File: config.mk
export PLATFORM = sky130hd
export DESIGN_NAME = buffer_pool_frame_manager
export DESIGN_NICKNAME = d
export VERILOG_FILES = /design/src/design/bpfm_pkg.sv /design/src/design/buffer_pool_frame_manager.sv
export SDC_FILE = /design/constraint.sdc
export NUM_CORES = 1
export LEC_CHECK = 0
export BUFFER_PORTS_ARGS = -buffer_cell sky130_fd_sc_hd__buf_2
export CORE_MARGIN = 2
export CORE_UTILIZATION = 65
export CTS_BUF_LIST = sky130_fd_sc_hd__clkbuf_2
export DETAILED_ROUTE_END_ITERATION = 6
export PLACE_DENSITY = 0.87
export SLEW_MARGIN = 20
export SYNTH_ARGS = -nofsm -noshare
export SYNTH_HDL_FRONTEND = slang
export SYNTH_SLANG_ARGS = --single-unit
File: constraint.sdc
create_clock -name clk -period 10 [get_ports clk]
set_input_delay 0.5 -clock clk [delete_from_list [all_inputs] [get_ports clk]]
set_output_delay 0.5 -clock clk [all_outputs]
set_load 0.02 [all_outputs]
File: src/design/bpfm_pkg.sv
package bpfm_pkg;

  localparam int PageW = 24;

  typedef enum logic [2:0] {
    OP_PIN   = 3'd0,
    OP_UNPIN = 3'd1,
    OP_DIRTY = 3'd2,
    OP_FORCE = 3'd3,
    OP_FLUSH = 3'd4
  } op_t;

  typedef enum logic [1:0] {
    ST_OK     = 2'd0,
    ST_PINNED = 2'd1,
    ST_ABSENT = 2'd2
  } status_t;

  typedef enum logic [1:0] {
    REG_MODE   = 2'd0,
    REG_FRAMES = 2'd1
  } reg_t;

  typedef enum logic [2:0] {
    S_IDLE,
    S_FIND,
    S_EMPTY,
    S_VICTIM,
    S_APPLY,
    S_FLUSH,
    S_FLUSH_END
  } state_t;

  typedef struct packed {
    logic [2:0]       op;
    logic [PageW-1:0] page_number;
  } in_t;

  typedef struct packed {
    logic [2:0]       frame_index;
    logic             hit;
    logic             read_request;
    logic             writeback_valid;
    logic [PageW-1:0] writeback_page;
    logic [1:0]       status;
    logic [31:0]      read_total;
    logic [31:0]      write_total;
    logic             last;
  } out_t;

endpackage

File: src/design/buffer_pool_frame_manager.sv
// Frame table of a page buffer pool.
// Requests enter on start/in_data and are taken when busy is low. Each
// request (pin, unpin, mark dirty, force, flush) is worked on by a small
// sequencer that visits one frame per cycle through a single compare unit,
// but not while it brings the FIFO pointer back below frames in use.
// Unpin, dirty, force and a pin hit scan the frames in use for the page;
// a pin miss adds a scan for an empty frame and a victim scan, plus a
// rewind step for each wrap of the FIFO pointer after frames in use was
// lowered; a flush scans the frames in use.
// Results appear on out_data for one cycle with out_valid high; a flush
// gives one result per written-back frame or one if none; out_data.last marks the end.
// An unknown op is dropped without a result. The receiver cannot stall.
// One request at a time: busy stays high until the cycle that shows the
// last result, in which the next request may already be taken.
// Reset empties all frames, clears pins, dirty flags, counters and the
// FIFO pointer and sets LRU ranks to frame order. Registers (APB): 0 at
// byte 0 is replacement mode (0 FIFO, 1 LRU), 1 at byte 4 is frames in
// use (1..FRAMES). Write them only while busy is low.
module buffer_pool_frame_manager #(
  parameter int FRAMES = 8
) (
  input  logic                clk,
  input  logic                rst_n,
  input  logic                start,
  output logic                busy,
  input  bpfm_pkg::in_t       in_data,
  output logic                out_valid,
  output bpfm_pkg::out_t      out_data,
  input  logic                cfg_psel,
  input  logic                cfg_penable,
  input  logic                cfg_pwrite,
  input  logic [2:0]          cfg_paddr,
  input  logic [31:0]         cfg_pwdata,
  output logic [31:0]         cfg_prdata,
  output logic                cfg_pready
);
  import bpfm_pkg::*;

  localparam int FW = (FRAMES > 1) ? $clog2(FRAMES) : 1;
  localparam int CW = $clog2(FRAMES + 1);

  state_t state_r, state_nxt;
  logic mode_r;
  logic [3:0] fiu_r;
  logic [FRAMES-1:0] valid_r, dirty_r;
  logic [PageW-1:0] page_r [FRAMES];
  logic [7:0] pin_r [FRAMES];
  logic [FW-1:0] rank_r [FRAMES];
  logic [FW-1:0] fptr_r;
  logic [31:0] rd_cnt_r, wr_cnt_r;
  op_t op_r;
  logic [PageW-1:0] req_page_r;
  logic [FW-1:0] idx_r, cand_r, fifo_i_r;
  logic [CW-1:0] cnt_r;
  logic found_r, hit_r, any_r;
  logic [FW-1:0] best_r;
  out_t hold_r;

  logic [CW-1:0] n;
  always_comb begin
    if (fiu_r == 4'd0) n = CW'(1);
    else if (32'(fiu_r) > FRAMES) n = CW'(FRAMES);
    else n = CW'(fiu_r);
  end

  wire wr_en = cfg_psel && cfg_penable && cfg_pwrite;
  assign cfg_pready = 1'b1;
  always_comb begin
    cfg_prdata = '0;
    case (cfg_paddr[2])
      REG_MODE[0]: cfg_prdata[0] = mode_r;
      default:     cfg_prdata[3:0] = fiu_r;
    endcase
  end

  // step around the pool modulo frames in use
  logic [FW-1:0] fifo_step;
  always_comb begin
    if (CW'(fifo_i_r) + CW'(1) >= n) fifo_step = '0;
    else fifo_step = fifo_i_r + FW'(1);
  end

  logic last_idx;
  assign last_idx = (cnt_r + CW'(1) >= n);
  logic match;
  assign match = valid_r[idx_r] && (page_r[idx_r] == req_page_r);
  logic [FW-1:0] fidx;
  assign fidx = mode_r ? idx_r : fifo_i_r;
  logic unpinned;
  assign unpinned = (pin_r[fidx] == 8'd0);
  logic flush_wb;
  assign flush_wb = valid_r[idx_r] && dirty_r[idx_r] && (pin_r[idx_r] == 8'd0);
  // FIFO pointer left beyond frames in use: subtract one pass per cycle
  logic wrap;
  assign wrap = !mode_r && (CW'(fifo_i_r) >= n);

  assign busy = (state_r != S_IDLE);
  wire accept = start && !busy;

  function automatic logic [31:0] sat(input logic [31:0] v);
    return (v == '1) ? v : v + 32'd1;
  endfunction

  out_t res;
  logic res_v;
  out_t flush_res;
  always_comb begin
    state_nxt = state_r;
    res = '0;
    res_v = 1'b0;
    flush_res = '0;
    flush_res.frame_index = 3'(idx_r);
    flush_res.writeback_valid = 1'b1;
    flush_res.writeback_page = page_r[idx_r];
    flush_res.read_total = rd_cnt_r;
    flush_res.write_total = sat(wr_cnt_r);
    case (state_r)
      S_IDLE: if (accept) begin
        case (in_data.op)
          OP_PIN, OP_UNPIN, OP_DIRTY, OP_FORCE: state_nxt = S_FIND;
          OP_FLUSH: state_nxt = S_FLUSH;
          default: state_nxt = S_IDLE;
        endcase
      end
      S_FIND: begin
        if (match) state_nxt = S_APPLY;
        else if (last_idx) state_nxt = (op_r == OP_PIN) ? S_EMPTY : S_APPLY;
      end
      S_EMPTY: begin
        if (!valid_r[idx_r]) state_nxt = S_APPLY;
        else if (last_idx) state_nxt = S_VICTIM;
      end
      S_VICTIM: begin
        if (mode_r) begin
          if (last_idx) state_nxt = S_APPLY;
        end else if (!wrap && (unpinned || last_idx)) begin
          state_nxt = S_APPLY;
        end
      end
      S_APPLY: begin
        state_nxt = S_IDLE;
        res_v = 1'b1;
        res.last = 1'b1;
        res.read_total = rd_cnt_r;
        res.write_total = wr_cnt_r;
        if (op_r == OP_PIN) begin
          if (hit_r) begin
            res.frame_index = 3'(cand_r);
            res.hit = 1'b1;
          end else if (!found_r) begin
            res.status = ST_PINNED;
          end else begin
            res.frame_index = 3'(cand_r);
            res.read_request = 1'b1;
            res.read_total = sat(rd_cnt_r);
            if (valid_r[cand_r] && dirty_r[cand_r]) begin
              res.writeback_valid = 1'b1;
              res.writeback_page = page_r[cand_r];
              res.write_total = sat(wr_cnt_r);
            end
          end
        end else if (!hit_r) begin
          res.status = ST_ABSENT;
        end else begin
          res.frame_index = 3'(cand_r);
          if (op_r == OP_FORCE) begin
            res.writeback_valid = 1'b1;
            res.writeback_page = page_r[cand_r];
            res.write_total = sat(wr_cnt_r);
          end
        end
      end
      S_FLUSH: begin
        if (last_idx) state_nxt = S_FLUSH_END;
        // release the held write back once another one follows it
        if (flush_wb && any_r) begin
          res_v = 1'b1;
          res = hold_r;
        end
      end
      S_FLUSH_END: begin
        state_nxt = S_IDLE;
        res_v = 1'b1;
        if (any_r) begin
          res = hold_r;
        end else begin
          res.read_total = rd_cnt_r;
          res.write_total = wr_cnt_r;
        end
        res.last = 1'b1;
      end
      default: state_nxt = S_IDLE;
    endcase
  end

  always_ff @(posedge clk) begin
    if (!rst_n) begin
      state_r <= S_IDLE;
      out_valid <= 1'b0;
      out_data <= '0;
      mode_r <= 1'b0;
      fiu_r <= 4'd8;
      valid_r <= '0;
      dirty_r <= '0;
      fptr_r <= '0;
      rd_cnt_r <= '0;
      wr_cnt_r <= '0;
      for (int i = 0; i < FRAMES; i++) begin
        pin_r[i] <= '0;
        rank_r[i] <= FW'(i);
      end
    end else begin
      state_r <= state_nxt;
      out_valid <= res_v;
      out_data <= res;
      if (wr_en && !busy) begin
        if (cfg_paddr[2] == REG_MODE[0]) mode_r <= cfg_pwdata[0];
        else fiu_r <= cfg_pwdata[3:0];
      end
      case (state_r)
        S_IDLE: if (accept) begin
          op_r <= op_t'(in_data.op);
          req_page_r <= in_data.page_number;
          idx_r <= '0;
          cnt_r <= '0;
          found_r <= 1'b0;
          hit_r <= 1'b0;
          any_r <= 1'b0;
        end
        S_FIND: begin
          if (match) begin
            cand_r <= idx_r;
            hit_r <= 1'b1;
          end else if (!last_idx) begin
            idx_r <= idx_r + FW'(1);
            cnt_r <= cnt_r + CW'(1);
          end else begin
            idx_r <= '0;
            cnt_r <= '0;
          end
        end
        S_EMPTY: begin
          if (!valid_r[idx_r]) begin
            cand_r <= idx_r;
            found_r <= 1'b1;
          end else if (!last_idx) begin
            idx_r <= idx_r + FW'(1);
            cnt_r <= cnt_r + CW'(1);
          end else begin
            idx_r <= '0;
            cnt_r <= '0;
            fifo_i_r <= fptr_r;
          end
        end
        S_VICTIM: begin
          // LRU: keep oldest unpinned; FIFO: first unpinned from pointer
          if (mode_r) begin
            if (unpinned && (!found_r || rank_r[idx_r] > best_r)) begin
              cand_r <= idx_r;
              best_r <= rank_r[idx_r];
              found_r <= 1'b1;
            end
            idx_r <= idx_r + FW'(1);
            cnt_r <= cnt_r + CW'(1);
          end else if (wrap) begin
            fifo_i_r <= fifo_i_r - FW'(n);
          end else begin
            if (unpinned) begin
              cand_r <= fifo_i_r;
              found_r <= 1'b1;
              fptr_r <= fifo_step;
            end
            fifo_i_r <= fifo_step;
            cnt_r <= cnt_r + CW'(1);
          end
        end
        S_APPLY: begin
          if (op_r == OP_PIN) begin
            if (hit_r) begin
              if (pin_r[cand_r] != '1) pin_r[cand_r] <= pin_r[cand_r] + 8'd1;
              for (int i = 0; i < FRAMES; i++)
                if (rank_r[i] < rank_r[cand_r]) rank_r[i] <= rank_r[i] + FW'(1);
              rank_r[cand_r] <= '0;
            end else if (found_r) begin
              rd_cnt_r <= sat(rd_cnt_r);
              if (valid_r[cand_r] && dirty_r[cand_r]) wr_cnt_r <= sat(wr_cnt_r);
              valid_r[cand_r] <= 1'b1;
              dirty_r[cand_r] <= 1'b0;
              page_r[cand_r] <= req_page_r;
              pin_r[cand_r] <= 8'd1;
              for (int i = 0; i < FRAMES; i++)
                if (rank_r[i] < rank_r[cand_r]) rank_r[i] <= rank_r[i] + FW'(1);
              rank_r[cand_r] <= '0;
            end
          end else if (hit_r) begin
            case (op_r)
              OP_UNPIN: if (pin_r[cand_r] != 8'd0) pin_r[cand_r] <= pin_r[cand_r] - 8'd1;
              OP_DIRTY: dirty_r[cand_r] <= 1'b1;
              default: begin
                dirty_r[cand_r] <= 1'b0;
                wr_cnt_r <= sat(wr_cnt_r);
              end
            endcase
          end
        end
        S_FLUSH: begin
          // hold each write back until it is known whether it is the final one
          if (flush_wb) begin
            dirty_r[idx_r] <= 1'b0;
            wr_cnt_r <= sat(wr_cnt_r);
            hold_r <= flush_res;
            any_r <= 1'b1;
          end
          idx_r <= idx_r + FW'(1);
          cnt_r <= cnt_r + CW'(1);
        end
        default: ;
      endcase
    end
  end

  assert property (@(posedge clk) disable iff (!rst_n)
    (state_r == S_APPLY) |=> out_valid && out_data.last) else $error("apply without result");
  assert property (@(posedge clk) disable iff (!rst_n)
    out_valid && out_data.read_request |-> !out_data.hit) else $error("read on hit");
  assert property (@(posedge clk) disable iff (!rst_n)
    (state_r == S_IDLE) |=> !out_valid || out_data.last) else $error("stray result");

endmodule

# Word level (Yosys, flattened, before mapping)
# Memory sizes are Yosys's and may differ from the RTL's. A register that Yosys moved wholly into a read port is not among the register bits.
# Cells that the tools add are included.
[totals] regBits=326 mem_bits_rw=280 inputBits=68 output_inout_bits=132 elab_cells=449 mem_count=3
[op_classes] addsub=17 order_cmp=17 n_eq_ne=39 mux=256 bitwise=29 n_reduce_logical=56
[mem_list] memory="page_r" words=8 word_bits=24 read_ports=2 rd_ports_with_merged_regs=2 write_ports=1 line="buffer_pool_frame_manager.sv:46" text="logic [PageW-1:0] page_r [FRAMES];"
[mem_list] memory="pin_r" words=8 word_bits=8 read_ports=3 rd_ports_with_merged_regs=2 write_ports=8 line="buffer_pool_frame_manager.sv:47" text="logic [7:0] pin_r [FRAMES];"
[mem_list] memory="rank_r" words=8 word_bits=3 read_ports=10 rd_ports_with_merged_regs=2 write_ports=9 line="buffer_pool_frame_manager.sv:48" text="logic [FW-1:0] rank_r [FRAMES];"
[ops] cell="$mux 32" count=14
[ops] cell="$pmux 97 s3" count=1
[ops] cell="$mux 3" count=56
[ops] cell="$mux 1" count=139
[ops] cell="$mux 64" count=2
[ops] cell="$mux 97" count=1
[ops] cell="$mux 92" count=1
[ops] cell="$mux 25" count=3
[ops] cell="$add 32x1->32 const B" count=2
[ops] cell="$eq 32x32->1 const B" count=2
[ops] cell="$mux 8" count=8
[ops] cell="$pmux 32 s2" count=1
[ops] cell="$ne 3x3->1 const B" count=12
[ops] cell="$mux 4" count=8
[ops] cell="$pmux 8 s2" count=2
[ops] cell="$add 3x1->3 const B" count=10
[ops] cell="$pmux 3 s5" count=2
[ops] cell="$reduce_and 6->1" count=5
[ops] cell="$mux 27" count=1
[ops] cell="$mux 26" count=1
[ops] cell="$eq 24x24->1" count=1
[ops] cell="$lt 3x3->1" count=8
[ops] cell="$ne 2x2->1 const B" count=10
[ops] cell="$pmux 4 s5" count=1
[ops] cell="45 further kinds" count=123

# Depth between registers and ports, before layout
# Gate-level depths: netlist of run 1.
[logic_depth] word_depth=11 ltp_mapped=17 mapped_depth_nobuf=13

# Least setup slack after synthesis of run 1
# Ideal clock, no wire load.
[synth_timing] path_kind="register to register" startpoint="register (tool-made name)" endpoint="register hold_r[10] (netlist bit) (enable)" setup_time_ns=0.460 arrival_time_ns=4.169 t_required_ns=9.540 path_slack_ns=5.371 stages_incl_launch_ff=9 n_path_buf=4 synth_period_minus_slack_ns=4.629 cell_sequence="dfxtp_1 -> buf_2 -> buf_2 -> buf_2 -> buf_1 -> mux4_2 -> mux2i_1 -> and2_1 -> and3_1"
[synth_lines] element="end signal: assignment" line="buffer_pool_frame_manager.sv:311" text="hold_r <= flush_res;"
[synth_lines] element="end: declaration" line="buffer_pool_frame_manager.sv:57" text="out_t hold_r;"

==> results.sh, run 1 <==
export IMPL_skew_ps=176
export IMPL_worst_path_class_setup="reg2reg"
export IMPL_static_leakage_power_uw=0.0119
export IMPL_overall_routing_resource_usage_pct=33.7
export IMPL_slew_at_the_pin_closest_to_its_max_slew_limit_ps=1130
export IMPL_vias_per_cell=6.65
export IMPL_dr_max_layer_used="met5"
export IMPL_route_final_wire_length_um=78700
export IMPL_number_of_cells_after_detailed_placement=3136
export IMPL_fin_setup_tns_ps=0
export IMPL_drt_met1_wl_um=27200
export IMPL_rsz0062_at_grt="false"
export IMPL_synth_top_cells_by_count="393 x sky130_fd_sc_hd__edfxtp_1, 327 x sky130_fd_sc_hd__nor2_1, 219 x sky130_fd_sc_hd__dfxtp_1, 182 x sky130_fd_sc_hd__nand2_1, 147 x sky130_fd_sc_hd__a21oi_1"
export IMPL_worst_endpoint_required_ps=10940
export IMPL_floorplan_die_area_um2=46900
export IMPL_std_cell_rows=77
export IMPL_detailedRoute_firstPassIterationCount=7
export IMPL_synth_ff_type="sky130_fd_sc_hd__edfxtp_1"
export IMPL_hpwlAfterDp_um=46400
export IMPL_antenna_left=0
export IMPL_layout_cells_non_filler=3482
export IMPL_final_hold_violation_count=0
export IMPL_antenna_found_initial=4
export IMPL_synth_top_cell_by_area="sky130_fd_sc_hd__edfxtp_1"
export IMPL_place_ws_ps=5150
export IMPL_final_setup_worst_slack_ps=4920
export IMPL_global_route_overflow_total=0
export IMPL_drv_max_cap_violation_count=0
export IMPL_post_synth_cell_area_avg_um2=11.6
export IMPL_max_slew_violations=0
export IMPL_syn2layout_area_growth_pct=10.4
export IMPL_post_synth_main_area_contributors="sky130_fd_sc_hd__edfxtp_1 40%, sky130_fd_sc_hd__dfxtp_1 15%, sky130_fd_sc_hd__mux4_2 7.5%"
export IMPL_die_h_um=216
export IMPL_worst_path_max_fanout=46
export IMPL_drt_first_iter_violations=3024
export IMPL_fmaxAchievable_mhz=197
export IMPL_dpl_instance_area_um2=30300
export IMPL_cts_clk_slew_worst_paths_ps=120
export IMPL_yosys_register_bits=612
export IMPL_floorplan_die_width_um=216
export IMPL_max_slew_margin_pct=24.2
export IMPL_ys_warn_count=0
export IMPL_tritoncts="yes"
export IMPL_met3WireLength_um=9450
export IMPL_boundaryPins=200
export IMPL_cts_inserted_buffers=148
export IMPL_wire_per_inst_um=22.6
export IMPL_synth_most_common_cell="sky130_fd_sc_hd__edfxtp_1"
export IMPL_synth_async_reset_ratio_pct=0
export IMPL_worst_ir_drop_vdd_uv=201
export IMPL_synth_enable_flop_cells=393
export IMPL_met2WireLength_um=38100
export IMPL_post_synth_top_area_fraction_pct=40.2
export IMPL_final_period_utilization_pct=50.8
export IMPL_synth_seq_area_share_pct=55.2
export IMPL_vias=23200
export IMPL_cts_htree_levels=4
export IMPL_status="complete, but fails checks"
export IMPL_gp_congestion=0.937
export IMPL_first_global_vias=23100
export IMPL_share_of_layout_cells_above_drive_strength_1_pct=20.1
export IMPL_core_region_area_um2=44400
export IMPL_number_of_setup_violations_in_the_final_report=0
export IMPL_clock_sinks=612
export IMPL_floorplan_initialDensity_pct=66.1
export IMPL_final_net_count=2881
export IMPL_holdWs_ps=260
export IMPL_cts_repair_resize_count=0
export IMPL_start_kind="register"
export IMPL_first_pass_grt_wire_length_um=123000
export IMPL_cp_end_kind="register"
export IMPL_drc=1
export IMPL_layout_min_cycle_time_ps=5080
export IMPL_worst_hold_path_type="in2reg"
export IMPL_netlist_instances=2534
export IMPL_place_port_buffers=140
export IMPL_final_cell_area_um2=32400
export IMPL_cp_arrival_ps=6010
export IMPL_synthesis_area_um2=29300
export IMPL_ctsLongestPathBuffers=3
export IMPL_failing_checks="design-rule violations"
export IMPL_power_per_cell_area_nw_per_um2=201
export IMPL_cts_root_buffer_cell="sky130_fd_sc_hd__clkbuf_2"
export IMPL_insertion_delay_ps=1460
export IMPL_synth_lib_cells_used_distinct=78
export IMPL_grt_max_degree=79
logic make-up after synthesis:
logic type	count (synthesis)	synth area share, %
other	2	0.0256
buffers and inverters	228	3.56
and+or+nand+nor	815	12.8
adders and majority gates	47	2.03
DFF	612	55.2
xor gates and xnor gates	106	3.16
muxes	250	12.9
AOI/OAI and AO/OA	474	10.3
registers in the layout (all words and copies together), names as in the netlist, 4 cells and up, named ones only:
name,flops
rd_cnt_r,32
rank_r,24
cnt_r,4
fiu_r,4
page_r,192
pin_r,64
out_data,97
valid_r,8
wr_cnt_r,32
req_page_r,24
hold_r,91
metrics by stage:
step | utilization, % | total power [µW]
floorplan | - | 4310
global placement | 68.2 | 4650
detailed placement | 68.2 | 4730
CTS | 72.9 | 6420
global route | 73.0 | 6760
finish | 73.0 | 6500
layer usage:
metal | GRT usage, % | vias to the layer above
met4 | 20.1 | 2
met3 | 8.38 | 361
li1 | - | 9977
met2 | 54.5 | 1856
met5 | 0 | -
met1 | 41.1 | 11000
cell type report:
class	count	area [µm²]
clock buffer	217	1090
fill	2796	12000
timing repair buffer	240	1630
tap	592	741
antenna	4	10.0
sequential	612	16200
clock inverter	53	318
inverter	43	161
multi-input combinational	1721	12300
power breakdown:
part / switching, µW / total (µW) / internal, µW
clock: 1060 / 1710 / 651
sequential: 166 / 2980 / 2820
combinational: 1100 / 1810 / 714
critical path, stage by stage (launching register included):
cell	delay (ps)
sky130_fd_sc_hd__dfxtp_2	840
sky130_fd_sc_hd__buf_4	680
sky130_fd_sc_hd__mux4_2	430
sky130_fd_sc_hd__mux2i_1	460
sky130_fd_sc_hd__ha_1	250
sky130_fd_sc_hd__nand2_1	70
sky130_fd_sc_hd__o31a_1	380
sky130_fd_sc_hd__nor2_1	430
sky130_fd_sc_hd__o21ai_1	310
sky130_fd_sc_hd__nand3_1	410
sky130_fd_sc_hd__nand2_1	320
what timing repair did:
item,CTS,global route
hold endpoints to repair,121,0
buffers inserted,0,0
hold buffers,72,0
worst paths after layout:
| check | start | to | slack (ps) | depth (start not counted) |
|---|---|---|---|---|
| worst max register to register | register | pin_r[6][0] | 4920 | 10 |
| worst max-delay path | register | pin_r[6][0] | 4920 | 10 |
| worst min register to register | hold_r[90] | out_data[90] | 460 | 2 |
| worst min-delay path | start | found_r | 260 | 4 |
cells in the final DEF, fill, tap and decap left out, types with 24 or more instances in the layout:
master                          synthesis  routed
sky130_fd_sc_hd__edfxtp_1             393     393
sky130_fd_sc_hd__nor2_1               327     316
sky130_fd_sc_hd__clkbuf_2               0     217
sky130_fd_sc_hd__dfxtp_1              219     213
sky130_fd_sc_hd__nand2_1              182     182
sky130_fd_sc_hd__a21oi_1              147     147
sky130_fd_sc_hd__buf_2                 13     140
sky130_fd_sc_hd__mux2i_1              114     114
sky130_fd_sc_hd__mux4_2                98      98
sky130_fd_sc_hd__o21ai_0               98      98
sky130_fd_sc_hd__dlygate4sd3_1          0      72
sky130_fd_sc_hd__xnor2_1               68      68
sky130_fd_sc_hd__nor3_1                64      63
sky130_fd_sc_hd__nand3_1               47      47
sky130_fd_sc_hd__ha_1                  46      46
sky130_fd_sc_hd__inv_1                 41      41
sky130_fd_sc_hd__xor2_1                38      38
sky130_fd_sc_hd__clkinv_1               1      36
sky130_fd_sc_hd__or3_1                 36      36
sky130_fd_sc_hd__mux2_2                34      34
sky130_fd_sc_hd__conb_1                 2      29
sky130_fd_sc_hd__buf_4                 35      28
sky130_fd_sc_hd__nand4_1               26      26
sky130_fd_sc_hd__a22oi_1               24      24
sky130_fd_sc_hd__nor4_1                24      24
No activity file was read; power rests on OpenSTA's default activity.
==> inputs of run 2 (changes only) <==
Settings changed: ABC_AREA set to 1, CORE_UTILIZATION 65 to 64, PLACE_DENSITY 0.87 to 0.85.
Clock period 10 ns to 4.7 ns, I/O delays scaled along.
==> results.sh, run 2 <==
export IMPL_cts_clk_slew_worst_paths_ps=100
export IMPL_cts_repair_resize_count=0
export IMPL_worst_path_largest_cell_delay_ps=730
export IMPL_place_port_buffers=140
export IMPL_first_pass_grt_wire_length_um=146000
export IMPL_synth_top_cells_by_count="861 x sky130_fd_sc_hd__nand2_1, 516 x sky130_fd_sc_hd__o21ai_0, 466 x sky130_fd_sc_hd__inv_1, 409 x sky130_fd_sc_hd__nor2_1, 393 x sky130_fd_sc_hd__edfxtp_1"
export IMPL_share_of_layout_cells_above_drive_strength_1_pct=12.0
export IMPL_overall_routing_resource_usage_pct=34.6
export IMPL_synth_ff_type="sky130_fd_sc_hd__edfxtp_1"
export IMPL_hold_path_startpoint="in_data[20]"
export IMPL_skew_ps=117
export IMPL_power_share_clock_pct=22.8
export IMPL_biggestRegsByFlops="page_r (192), out_data (97), hold_r (91)"
export IMPL_worstPathCellList="clkinv_2 > a21oi_1 > o211ai_1 > a21oi_1 > nand4_1 > o21ai_1 > nand2_1 > nand2_1 > nand4_2 > buf_4 > o21ai_1 > a21oi_1"
export IMPL_most_frequent_standard_cell_in_the_layout_excluding_fill_and_tap_cells="sky130_fd_sc_hd__nand2_1"
export IMPL_total_switching_power_uw=7230
export IMPL_core_region_area_um2=51200
export IMPL_worst_case_register_to_register_setup_slack_ps=550
export IMPL_critPathSlowestCell="sky130_fd_sc_hd__clkinv_2"
export IMPL_seqPwrFrac_pct=39.3
export IMPL_share_comb_of_total_power_pct=37.8
export IMPL_static_leakage_power_uw=0.0154
export IMPL_max_flop_register="page_r"
export IMPL_post_synth_cell_area_avg_um2=7.94
export IMPL_yosys_register_bits=612
export IMPL_first_global_vias=28700
export IMPL_grt_max_degree=181
export IMPL_antenna_found_initial=1
export IMPL_rsz0062_at_grt="false"
export IMPL_vias_per_cell=5.91
export IMPL_reg2reg_depth=12
export IMPL_start_kind="register"
export IMPL_synth_lib_cells_used_distinct=56
export IMPL_tritoncts="yes"
export IMPL_fin_setup_tns_ps=0
export IMPL_synth_seq_area_share_pct=49.0
export IMPL_synthesis_area_um2=33100
export IMPL_clock_sinks=612
export IMPL_ys_warn_count=0
export IMPL_wire_per_inst_um=18.1
export IMPL_cpMostUsedCell="sky130_fd_sc_hd__a21oi_1"
export IMPL_die_h_um=231
export IMPL_slew_at_the_pin_closest_to_its_max_slew_limit_ps=1110
export IMPL_global_route_overflow_total=0
export IMPL_worst_hold_path_type="in2reg"
export IMPL_floorplan_die_area_um2=53500
export IMPL_max_slew_violations=0
export IMPL_hpwlAfterDp_um=58200
export IMPL_boundaryPins=200
export IMPL_vias=30600
export IMPL_floorplan_initialDensity_pct=64.6
export IMPL_cts_root_buffer_cell="sky130_fd_sc_hd__clkbuf_2"
export IMPL_synth_enable_flop_cells=393
export IMPL_drv_max_cap_violation_count=0
export IMPL_post_synth_main_area_contributors="sky130_fd_sc_hd__edfxtp_1 36%, sky130_fd_sc_hd__dfxtp_1 13%, sky130_fd_sc_hd__nand2_1 9.8%"
export IMPL_synth_top_cell_by_area="sky130_fd_sc_hd__edfxtp_1"
export IMPL_power_internal_uw=9480
export IMPL_holdWs_ps=118
export IMPL_hold_end="req_page_r[20]"
export IMPL_num_fill_cells=3926
export IMPL_min_delay_path_depth=3
export IMPL_final_period_utilization_pct=88.2
export IMPL_drc=0
export IMPL_worst_path_max_fanout=68
export IMPL_number_of_setup_violations_in_the_final_report=0
export IMPL_post_synth_top_area_fraction_pct=35.7
export IMPL_crit_family="simple AND/OR/NAND/NOR gates"
export IMPL_worst_path_class_setup="reg2reg"
export IMPL_worstReg2RegEnd="wr_cnt_r[22]"
export IMPL_gp_congestion=0.989
export IMPL_max_slew_margin_pct=26.2
export IMPL_layout_min_cycle_time_ps=4150
export IMPL_synth_most_common_cell="sky130_fd_sc_hd__nand2_1"
export IMPL_insertion_delay_ps=1420
export IMPL_netlist_instances=4164
export IMPL_route_final_wire_length_um=94100
export IMPL_ctsLongestPathBuffers=3
export IMPL_power_per_cell_area_nw_per_um2=459
export IMPL_std_cell_rows=83
export IMPL_synth_async_reset_ratio_pct=0
export IMPL_worst_endpoint_required_ps=5960
export IMPL_final_setup_worst_slack_ps=553
export IMPL_syn2layout_area_growth_pct=10.2
export IMPL_final_net_count=4500
export IMPL_switching_share_pct=43.3
export IMPL_final_cell_mix="859 x sky130_fd_sc_hd__nand2_1, 513 x sky130_fd_sc_hd__o21ai_0, 463 x sky130_fd_sc_hd__inv_1"
export IMPL_antenna_left=0
export IMPL_cts_inserted_buffers=155
export IMPL_detailedRoute_firstPassIterationCount=6
export IMPL_cp_arrival_ps=5400
export IMPL_final_hold_violation_count=0
export IMPL_worst_ir_drop_vdd_uv=508
export IMPL_cp_end_kind="register"
export IMPL_worst_path_buf_inv=2
export IMPL_cts_htree_levels=4
export IMPL_status="finished clean"
export IMPL_fmaxAchievable_mhz=241
export IMPL_largest_register_ffs=192
export IMPL_floorplan_die_width_um=231
export IMPL_place_ws_ps=839
export IMPL_drt_first_iter_violations=3760
[run 2: layout make-up]
cell class / count / area (µm²) / area share [%]
sequential: 612 / 16200 / 44.5
clock inverter: 50 / 337 / 0.924
clock buffer: 231 / 1160 / 3.17
inverter: 496 / 1880 / 5.15
timing repair buffer: 280 / 2000 / 5.50
antenna: 1 / 2.50 / 0.00687
tap: 680 / 851 / 2.34
multi-input combinational: 2840 / 14000 / 38.5
[run 2: cell families after synthesis]
kind of cell             count (synthesis)  share of synthesized area [%]
AND/OR/NAND/NOR                       1613                           20.4
AO/OA/AOI/OAI                         1083                           17.8
buffers and inverters                  739                           9.19
flip-flops                             612                           49.0
XOR/XNOR                                68                           1.80
adder cells (fa/ha/maj)                 47                           1.80
other                                    2                         0.0227
[run 2: how the worst max path moves through the flow]
stage	depth (start not counted)	start	to	slack (ps)
after floorplan	6	idx_r[0]	hold_r[10]	4
after global placement	11	register	wr_cnt_r[23]	950
after detailed placement	12	register	pin_r[1][3]	840
after CTS	12	register	pin_r[1][7]	790
after global routing	12	register	wr_cnt_r[13]	270
final	12	register	wr_cnt_r[22]	550
[run 2: what timing repair did]
action | 4_1_cts | 5_1_grt
hold buffers | 90 | 0
endpoints found under the hold margin | 453 | 0
setup buffers | 0 | 0
[run 2: routing by layer]
metal  track usage (%)  part of all wire, %
met1              45.4                   38
met2              54.7                   46
met3              7.27                   12
met4              17.0                  4.1
met5                 0                    0
[run 2: stage by stage]
step | std cells | cell area, µm² | utilization [%] | total power, µW
finish | 5190 | 36400 | 71.2 | 16700
global route | 5190 | 36400 | 71.2 | 17600
CTS | 5189 | 36400 | 71.2 | 16500
detailed placement | 4818 | 34000 | 66.5 | 12700
global placement | 4818 | 34000 | 66.5 | 12600
floorplan | 4191 | 33200 | - | 11000
[run 2: tightest hold or removal path, stage by stage]
cell and delay (ps):
sky130_fd_sc_hd__dlygate4sd3_1 520, sky130_fd_sc_hd__buf_2 100, sky130_fd_sc_hd__dlygate4sd3_1 520
[run 2: power by group through the flow]
stage	registers [µW]	logic (µW)	clock network, µW
after floorplan	6530	4500	0
after CTS	6550	6120	3850
after detailed placement	6670	6040	0
final	6570	6320	3820
after global placement	6660	5910	0
after global routing	6610	6930	4100
